--- config.mk ---
export PLATFORM = sky130hd
export DESIGN_NAME = gps_info_field_splitter_unit
export DESIGN_NICKNAME = d
export VERILOG_FILES = /design/src/gifs_pkg.sv /design/src/gps_info_field_splitter_unit.sv /design/src/gifs_parse.sv /design/src/gifs_out_buf.sv
export SDC_FILE = /design/constraint.sdc
export NUM_CORES = 1
export LEC_CHECK = 0
export ABC_AREA = 1
export BUFFER_PORTS_ARGS = -buffer_cell sky130_fd_sc_hd__buf_2
export CAP_MARGIN = 25
export CORE_ASPECT_RATIO = 0.7
export CORE_MARGIN = 2
export CORE_UTILIZATION = 45
export CTS_BUF_LIST = sky130_fd_sc_hd__clkbuf_4
export DETAILED_ROUTE_END_ITERATION = 8
export SLEW_MARGIN = 10
export SYNTH_ARGS = -nofsm -noshare
export SYNTH_HDL_FRONTEND = slang
export SYNTH_SLANG_ARGS = --single-unit
--- constraint.sdc ---
create_clock -name clk -period 3.2 [get_ports clk]
set_input_delay 0.32 -clock clk [delete_from_list [all_inputs] [get_ports clk]]
set_output_delay 0.32 -clock clk [all_outputs]
set_load 0.03 [all_outputs]
--- src/gifs_pkg.sv ---
// ----------------------------------------------------------------------------
// gifs_pkg
// shared types, constants and the prefix table of the gps info field splitter
// ----------------------------------------------------------------------------
package gifs_pkg;

	// default sizing
	localparam int MAX_LEN_DEF     = 1024;
	localparam int FIELD_COUNT_DEF = 9;

	// fixed port and counter widths
	localparam int FLD_W   = 4;
	localparam int OFS_W   = 10;
	localparam int MATCH_W = 4;

	// prefix "+CGPSINFO:"
	localparam logic [MATCH_W-1:0] PREFIX_LEN = MATCH_W'(10);

	// characters of interest
	localparam logic [7:0] CH_PLUS  = 8'h2B;
	localparam logic [7:0] CH_COMMA = 8'h2C;
	localparam logic [7:0] CH_SPACE = 8'h20;

	// status codes
	localparam logic ST_OK        = 1'b0;
	localparam logic ST_NOT_FOUND = 1'b1;

	typedef enum logic [1:0] {
		PH_SEARCH,
		PH_SKIP,
		PH_FIELDS,
		PH_DONE
	} phase_t;

	typedef struct packed {
		logic [FLD_W-1:0] field_number;
		logic [OFS_W-1:0] start_offset;
		logic [OFS_W-1:0] field_length;
		logic             present;
		logic             status;
		logic             last;
	} result_t;

	function automatic logic [7:0] prefix_char(input logic [MATCH_W-1:0] idx);
		logic [7:0] ch;
		case (idx)
			4'd0:    ch = 8'h2B; // +
			4'd1:    ch = 8'h43; // C
			4'd2:    ch = 8'h47; // G
			4'd3:    ch = 8'h50; // P
			4'd4:    ch = 8'h53; // S
			4'd5:    ch = 8'h49; // I
			4'd6:    ch = 8'h4E; // N
			4'd7:    ch = 8'h46; // F
			4'd8:    ch = 8'h4F; // O
			4'd9:    ch = 8'h3A; // :
			default: ch = 8'h00;
		endcase
		return ch;
	endfunction

endpackage

--- src/gps_info_field_splitter_unit.sv ---
// ----------------------------------------------------------------------------
// gps_info_field_splitter_unit
// splits a "+CGPSINFO:" modem response into nine comma separated fields
// ----------------------------------------------------------------------------
//
// channel  dir  handshake             beat payload
// -------  ---  --------------------  ------------------------------------------
// in       in   in_valid / in_ready   char_code, end_mark
// out      out  out_valid / out_ready field_number, start_offset, field_length,
//                                     present, status, last
//
// one character beat a cycle unless a stall holds it: input register, single
// pass of parse logic, result register, in that order from accept to result
// an end-of-string beat drains one result a cycle while the buffer has room,
// holding the input until the last field is out (one result if no prefix)
// arst_n clears the input stage, the parse state and the result buffer
// a stalled out channel fills one skid entry, then in_ready drops; in_ready
// depends only on registered state
//
module gps_info_field_splitter_unit import gifs_pkg::*; #(
	parameter int MAX_LEN     = MAX_LEN_DEF,
	parameter int FIELD_COUNT = FIELD_COUNT_DEF
) (
	input  logic             clk,
	input  logic             arst_n,
	// character beats
	input  logic             in_valid,
	output logic             in_ready,
	input  logic [7:0]       char_code,
	input  logic             end_mark,
	// field result beats
	output logic             out_valid,
	input  logic             out_ready,
	output logic [FLD_W-1:0] field_number,
	output logic [OFS_W-1:0] start_offset,
	output logic [OFS_W-1:0] field_length,
	output logic             present,
	output logic             status,
	output logic             last
);

	// parser to result buffer
	logic    res_push;
	logic    res_full;
	result_t res_data;
	result_t out_data;

	gifs_parse #(
		.MAX_LEN     (MAX_LEN),
		.FIELD_COUNT (FIELD_COUNT)
	) u_parse (
		.clk       (clk),
		.arst_n    (arst_n),
		.in_valid  (in_valid),
		.in_ready  (in_ready),
		.char_code (char_code),
		.end_mark  (end_mark),
		.res_full  (res_full),
		.res_push  (res_push),
		.res_data  (res_data)
	);

	// result register plus skid entry
	gifs_out_buf u_out_buf (
		.clk       (clk),
		.arst_n    (arst_n),
		.push      (res_push),
		.din       (res_data),
		.full      (res_full),
		.out_valid (out_valid),
		.out_ready (out_ready),
		.dout      (out_data)
	);

	// unpack the result beat onto its ports
	assign field_number = out_data.field_number;
	assign start_offset = out_data.start_offset;
	assign field_length = out_data.field_length;
	assign present      = out_data.present;
	assign status       = out_data.status;
	assign last         = out_data.last;

endmodule

--- src/gifs_parse.sv ---
// ----------------------------------------------------------------------------
// gifs_parse
// input register, prefix match, field split and end-of-string drain
// ----------------------------------------------------------------------------
module gifs_parse import gifs_pkg::*; #(
	parameter int MAX_LEN     = MAX_LEN_DEF,
	parameter int FIELD_COUNT = FIELD_COUNT_DEF
) (
	input  logic       clk,
	input  logic       arst_n,
	input  logic       in_valid,
	output logic       in_ready,
	input  logic [7:0] char_code,
	input  logic       end_mark,
	input  logic       res_full,
	output logic       res_push,
	output result_t    res_data
);

	localparam int PW = $clog2(MAX_LEN);
	localparam logic [PW-1:0]    POS_MAX    = PW'(MAX_LEN - 1);
	localparam logic [FLD_W-1:0] FIELD_LAST = FLD_W'(FIELD_COUNT - 1);

	// input stage
	logic       v_s1;
	logic [7:0] char_s1;
	logic       end_s1;

	// parser state
	phase_t             phase_q, phase_n;
	logic [MATCH_W-1:0] match_q, match_n;
	logic [PW-1:0]      pos_q, pos_n;
	logic [FLD_W-1:0]   field_q, field_n;
	logic [PW-1:0]      begin_q, begin_n;
	logic [PW-1:0]      run_q, run_n;

	logic          need_push;
	logic          final_emit;
	logic          commit;
	logic          take;
	logic          is_last_fld;
	logic [PW-1:0] begin_v;
	logic [PW-1:0] run_v;
	result_t       res;

	function automatic logic [PW-1:0] sat_inc(input logic [PW-1:0] v);
		return (v >= POS_MAX) ? POS_MAX : v + 1'b1;
	endfunction

	function automatic logic [OFS_W-1:0] to_ofs(input logic [PW-1:0] v);
		logic [31:0] w;
		w = 32'(v);
		return w[OFS_W-1:0];
	endfunction

	function automatic result_t make_res(input logic [FLD_W-1:0] fld,
		input logic [PW-1:0] bgn, input logic [PW-1:0] len,
		input logic lst);
		result_t r;
		r.field_number = fld;
		r.start_offset = (len != '0) ? to_ofs(bgn) : '0;
		r.field_length = to_ofs(len);
		r.present      = (len != '0);
		r.status       = ST_OK;
		r.last         = lst;
		return r;
	endfunction

	assign is_last_fld = (field_q == FIELD_LAST);

	always_comb begin
		phase_n    = phase_q;
		match_n    = match_q;
		pos_n      = pos_q;
		field_n    = field_q;
		begin_n    = begin_q;
		run_n      = run_q;
		need_push  = 1'b0;
		final_emit = 1'b0;
		res        = '0;
		begin_v    = begin_q;
		run_v      = run_q;
		if (end_s1) begin
			need_push = 1'b1;
			if (phase_q == PH_SEARCH) begin
				final_emit   = 1'b1;
				res.status   = ST_NOT_FOUND;
				res.last     = 1'b1;
			end else begin
				// one field per cycle while the result buffer has room, the open one first
				run_v      = (phase_q == PH_SKIP) ? '0 : run_q;
				final_emit = is_last_fld;
				res        = make_res(field_q, begin_q, run_v, is_last_fld);
				phase_n    = PH_FIELDS;
				field_n    = field_q + 1'b1;
				begin_n    = '0;
				run_n      = '0;
			end
			if (final_emit) begin
				phase_n = PH_SEARCH;
				match_n = '0;
				pos_n   = '0;
				field_n = '0;
				begin_n = '0;
				run_n   = '0;
			end
		end else begin
			pos_n = sat_inc(pos_q);
			case (phase_q)
				PH_SEARCH: begin
					if (match_q < PREFIX_LEN && char_s1 == prefix_char(match_q)) begin
						match_n = match_q + 1'b1;
						if (match_n == PREFIX_LEN)
							phase_n = PH_SKIP;
					end else begin
						match_n = (char_s1 == CH_PLUS) ? MATCH_W'(1) : '0;
					end
				end
				PH_SKIP, PH_FIELDS: begin
					// first non-space opens field zero at this offset
					begin_v = (phase_q == PH_SKIP) ? pos_q : begin_q;
					run_v   = (phase_q == PH_SKIP) ? '0 : run_q;
					if (phase_q == PH_FIELDS || char_s1 != CH_SPACE) begin
						phase_n = PH_FIELDS;
						begin_n = begin_v;
						run_n   = run_v;
						if (char_s1 == CH_COMMA) begin
							if (is_last_fld) begin
								// final field frozen until end of string
								phase_n = PH_DONE;
							end else begin
								need_push = 1'b1;
								res       = make_res(field_q, begin_v, run_v, 1'b0);
								field_n   = field_q + 1'b1;
								begin_n   = sat_inc(pos_q);
								run_n     = '0;
							end
						end else begin
							run_n = sat_inc(run_v);
						end
					end
				end
				PH_DONE: begin
				end
				default: begin
				end
			endcase
		end
	end

	assign commit   = v_s1 && !(need_push && res_full);
	assign take     = commit && (!end_s1 || final_emit);
	assign in_ready = !v_s1 || take;
	assign res_push = v_s1 && need_push && !res_full;
	assign res_data = res;

	always_ff @(posedge clk or negedge arst_n) begin
		if (!arst_n) begin
			v_s1 <= 1'b0;
		end else if (in_ready) begin
			v_s1 <= in_valid;
		end
	end

	always_ff @(posedge clk) begin
		if (in_valid && in_ready) begin
			char_s1 <= char_code;
			end_s1  <= end_mark;
		end
	end

	always_ff @(posedge clk or negedge arst_n) begin
		if (!arst_n) begin
			phase_q <= PH_SEARCH;
			match_q <= '0;
			pos_q   <= '0;
			field_q <= '0;
			begin_q <= '0;
			run_q   <= '0;
		end else if (commit) begin
			phase_q <= phase_n;
			match_q <= match_n;
			pos_q   <= pos_n;
			field_q <= field_n;
			begin_q <= begin_n;
			run_q   <= run_n;
		end
	end

	a_field_range: assert property (@(posedge clk) disable iff (!arst_n)
		field_q <= FIELD_LAST)
		else $error("field index beyond last field");

	a_match_range: assert property (@(posedge clk) disable iff (!arst_n)
		match_q <= PREFIX_LEN)
		else $error("prefix match count out of range");

	a_prefix_held: assert property (@(posedge clk) disable iff (!arst_n)
		phase_q != PH_SEARCH |-> match_q == PREFIX_LEN)
		else $error("left search without a full prefix match");

	a_last_consumes: assert property (@(posedge clk) disable iff (!arst_n)
		res_push && res_data.last |-> take && end_s1)
		else $error("last result without consuming the end beat");

endmodule

--- src/gifs_out_buf.sv ---
// ----------------------------------------------------------------------------
// gifs_out_buf
// result register with one skid entry
// ----------------------------------------------------------------------------
module gifs_out_buf import gifs_pkg::*; (
	input  logic    clk,
	input  logic    arst_n,
	input  logic    push,
	input  result_t din,
	output logic    full,
	output logic    out_valid,
	input  logic    out_ready,
	output result_t dout
);

	logic    out_v_q;
	result_t out_d_q;
	logic    spare_v_q;
	result_t spare_d_q;
	logic    slot_free;

	assign slot_free = !out_v_q || out_ready;
	assign full      = spare_v_q;
	assign out_valid = out_v_q;
	assign dout      = out_d_q;

	always_ff @(posedge clk or negedge arst_n) begin
		if (!arst_n) begin
			out_v_q   <= 1'b0;
			spare_v_q <= 1'b0;
		end else if (slot_free) begin
			if (spare_v_q) begin
				out_v_q   <= 1'b1;
				spare_v_q <= 1'b0;
			end else begin
				out_v_q   <= push;
			end
		end else if (push) begin
			spare_v_q <= 1'b1;
		end
	end

	always_ff @(posedge clk) begin
		if (slot_free) begin
			if (spare_v_q)
				out_d_q <= spare_d_q;
			else if (push)
				out_d_q <= din;
		end else if (push) begin
			spare_d_q <= din;
		end
	end

	a_spare_behind_out: assert property (@(posedge clk) disable iff (!arst_n)
		spare_v_q |-> out_v_q)
		else $error("skid entry held with empty output register");

	a_no_push_full: assert property (@(posedge clk) disable iff (!arst_n)
		push |-> !spare_v_q)
		else $error("push into full result buffer");

	a_stall_fills_spare: assert property (@(posedge clk) disable iff (!arst_n)
		out_v_q && !out_ready && push |=> spare_v_q && out_v_q)
		else $error("stalled push lost");

endmodule

==> results.cfg <==
[logic_synthesis]
yosysMostFrequentCell = nand2_1
syn_nets = 715
syn_area_mm2 = 0.006030
synth_cell_types = 46
ys_ff_latch = 106
ys_warn_count = 0
seq_area_frac_synth = 0.4922
synth-edff-count = 63
ys_top_cells_by_count = 225 x nand2_1, 64 x inv_1, 63 x edfxtp_1, 51 x nand3_1, 43 x dfrtp_1
synthCells = 686
yosys-top-cells-area = edfxtp_1 31%, dfrtp_1 18%, nand2_1 14%, nand3_1 4.2%, inv_1 4.0%
avgSynthCellArea_um2 = 8.789
synth_top_area_share = 0.3138
ys_async_sr_fraction = 0.4057
yosysTopAreaCell = edfxtp_1
ys.flop_type = edfxtp_1

[timing]
slew_headroom = 0.5607
holdWs_ns = 0.04398
hold_viol = 0
skew_ns = 0.02420
final.setup.tns_ns = 0
maxSlewViolCount = 0
rsz0062_at_grt = no
worst_pin_slew_ns = 0.6567
min_period_ns = 2.982
finalSetupViolations = 0
max_freq_ghz = 0.3354
finalCritPeriodShare = 0.9318

[drt]
postRouteAntennaNets = 0
drc = 0
drt-pass1-iter-count = 6
drt_iter0_markers = 310
vias_per_cell = 5.168
avgRoutedWirePerCell_um = 14.94
drt-total-wl_um = 13640
vias = 4718

[clocking]
cts_tree = built
path_clk_slew_ns = 0.17
cts_setup_buffers = 0
clock_latency_ns = 0.47
clock-root-buffer = clkbuf_4
numCtsBuffers = 9
cts_sinks = 106
ctsResizeCount = 0
cts_buffer_depth = 2
htree_levels = 3

[setup_path]
path_class = register to output pin
required_ns = 2.88
startpoint_type = register
crit_path_end_kind = output pin
critical_path_arrival_ns = 2.66
crit_fanout = 15

[global_routing]
grt_max_degree = 34
grt_pass1_wl_um = 23230
grt_usage = 0.2044
grt_overflow_total = 0
grt_pass1_vias = 4695
antenna_found_initial = 0

[placed_design]
place_inst = 888
place_area_mm2 = 0.006437
dp_hpwl_um = 10030
portBuffers = 41
place.gp.congestion = 0.9347

[cells_and_area]
drive_above_1_share = 0.1941
area.growth.synth_to_final_pct = 10.54
fin_util = 0.5073
regArea_mm2 = 0.002968
nets = 771
multi_input_area_mm2 = 0.002643
fin_cells = 913
fillers = 1270
finish.instance_area_mm2 = 0.006665
diodes = 0

[die]
dieArea_mm2 = 0.01436
coreArea_mm2 = 0.01314
die_h_um = 100.8
num_rows = 35
die_x_um = 142.4
start_util = 0.4590
ios = 42

[power]
irDropWorstVdd_v = 0.0002766
p_leak_nw = 2.962
p_per_area_mw_per_mm2 = 620.5

[job]
maxCapViolations = 0

[worst_hold_path]
min_path_type = input port to register

[outcome]
status = finished, final reports clean
==> final cells by class <==
type	count	area share
sequential	106	0.4453
clock inverter	6	0.009386
clock buffer	10	0.01126
inverter	73	0.04261
multi-input combinational	488	0.3965
tap	166	0.03116
timing repair buffer	64	0.06383
==> critical path, cell delays in order, from the launching register on <==
cell and delay (ns):
edfxtp_1 0.46, nor2_2 0.13, nand3_2 0.13, nor2_4 0.26, nand2_2 0.28, o21ai_4 0.27, nand2_4 0.09, nand2_8 0.11
inv_6 0.06, nand2_8 0.11, nand2_1 0.09, buf_2 0.19
==> state kept, by name, indices dropped and copies added, names as in the netlist, 4 cells and up <==
signal               cells
u_out_buf.spare_d_q     27
u_parse.char_s1          8
u_parse.field_q          4
u_parse.pos_q           10
u_out_buf.dout          27
u_parse.run_q           10
u_parse.match_q          4
u_parse.begin_q         10
==> power by group <==
group / total (mW) / leakage, nW / internal (mW) / switching [mW]
Combinational: 1.58 / 1.70 / 0.447 / 1.14
Clock: 0.683 / 0.0758 / 0.188 / 0.495
Sequential: 1.87 / 1.19 / 1.73 / 0.140
==> layer usage <==
metal | wire length [um] | up-vias | track usage | part of all wire
li1 | - | 2377 | - | -
met2 | 5936 | 116 | 0.3148 | 0.44
met3 | 613 | 11 | 0.03943 | 0.045
met4 | 130 | 0 | 0.04341 | 0.0095
met1 | 6956 | 2214 | 0.3021 | 0.51
met5 | 0 | - | 0 | 0
==> layout by cell type (no fill, tap or decap), types with 9 or more instances in the layout <==
cell,count
a21oi_1,10
o21ai_1,10
edfxtp_1,63
buf_2,41
o21ai_0,39
dfrtp_1,43
o21ai_2,20
nand3_1,51
nand4_1,9
buf_4,12
ha_1,16
dlygate4sd3_1,9
nor2_1,37
nor2_4,11
nand2_1,225
clkbuf_4,10
inv_1,64
==> cell families (layout without fill, tap and decap cells) <==
family | count (synthesis) | in the layout | synth area share
adder cells (fa/ha/maj) | 16 | 16 | 0.03320
XOR/XNOR | 5 | 5 | 0.007263
AO/OA/AOI/OAI | 94 | 94 | 0.1042
AND/OR/NAND/NOR | 373 | 373 | 0.2911
buffers and inverters | 92 | 153 | 0.07201
flip-flops | 106 | 106 | 0.4922
==> metrics by stage <==
stage | setup slack, ns | total power [mW]
after floorplan | 0.1594 | 3.086
after global placement | 0.6058 | 3.452
after detailed placement | 0.4519 | 3.483
after CTS | 0.1677 | 4.169
after global routing | 0.009520 | 4.426
final | 0.2183 | 4.136
==> repair_timing <==
| item | 4_1_cts | 5_1_grt |
|---|---|---|
| endpoints found under the hold margin | 18 | 0 |
| endpoints found under the setup margin | 0 | 0 |
| hold buffers | 9 | 0 |
==> final timing paths <==
| check | from | endpoint | slack [ns] | depth (start not counted) |
|---|---|---|---|---|
| max | u_parse.char_s1[6] | in_ready | 0.22 | 11 |
| min | end_mark | u_parse.end_s1 | 0.04 | 1 |
| max reg2reg | u_parse.phase_q[1] | u_out_buf.dout[16] | 0.42 | 13 |
| min reg2reg | u_parse.run_q[7] | u_parse.run_q[7] | 0.51 | 2 |
| max in group asynchronous | arst_n | u_parse.phase_q[0] | 2.47 | 3 |
| min in group asynchronous | arst_n | u_parse.pos_q[4] | 0.23 | 2 |
No activity file was read; power rests on OpenSTA's default activity.
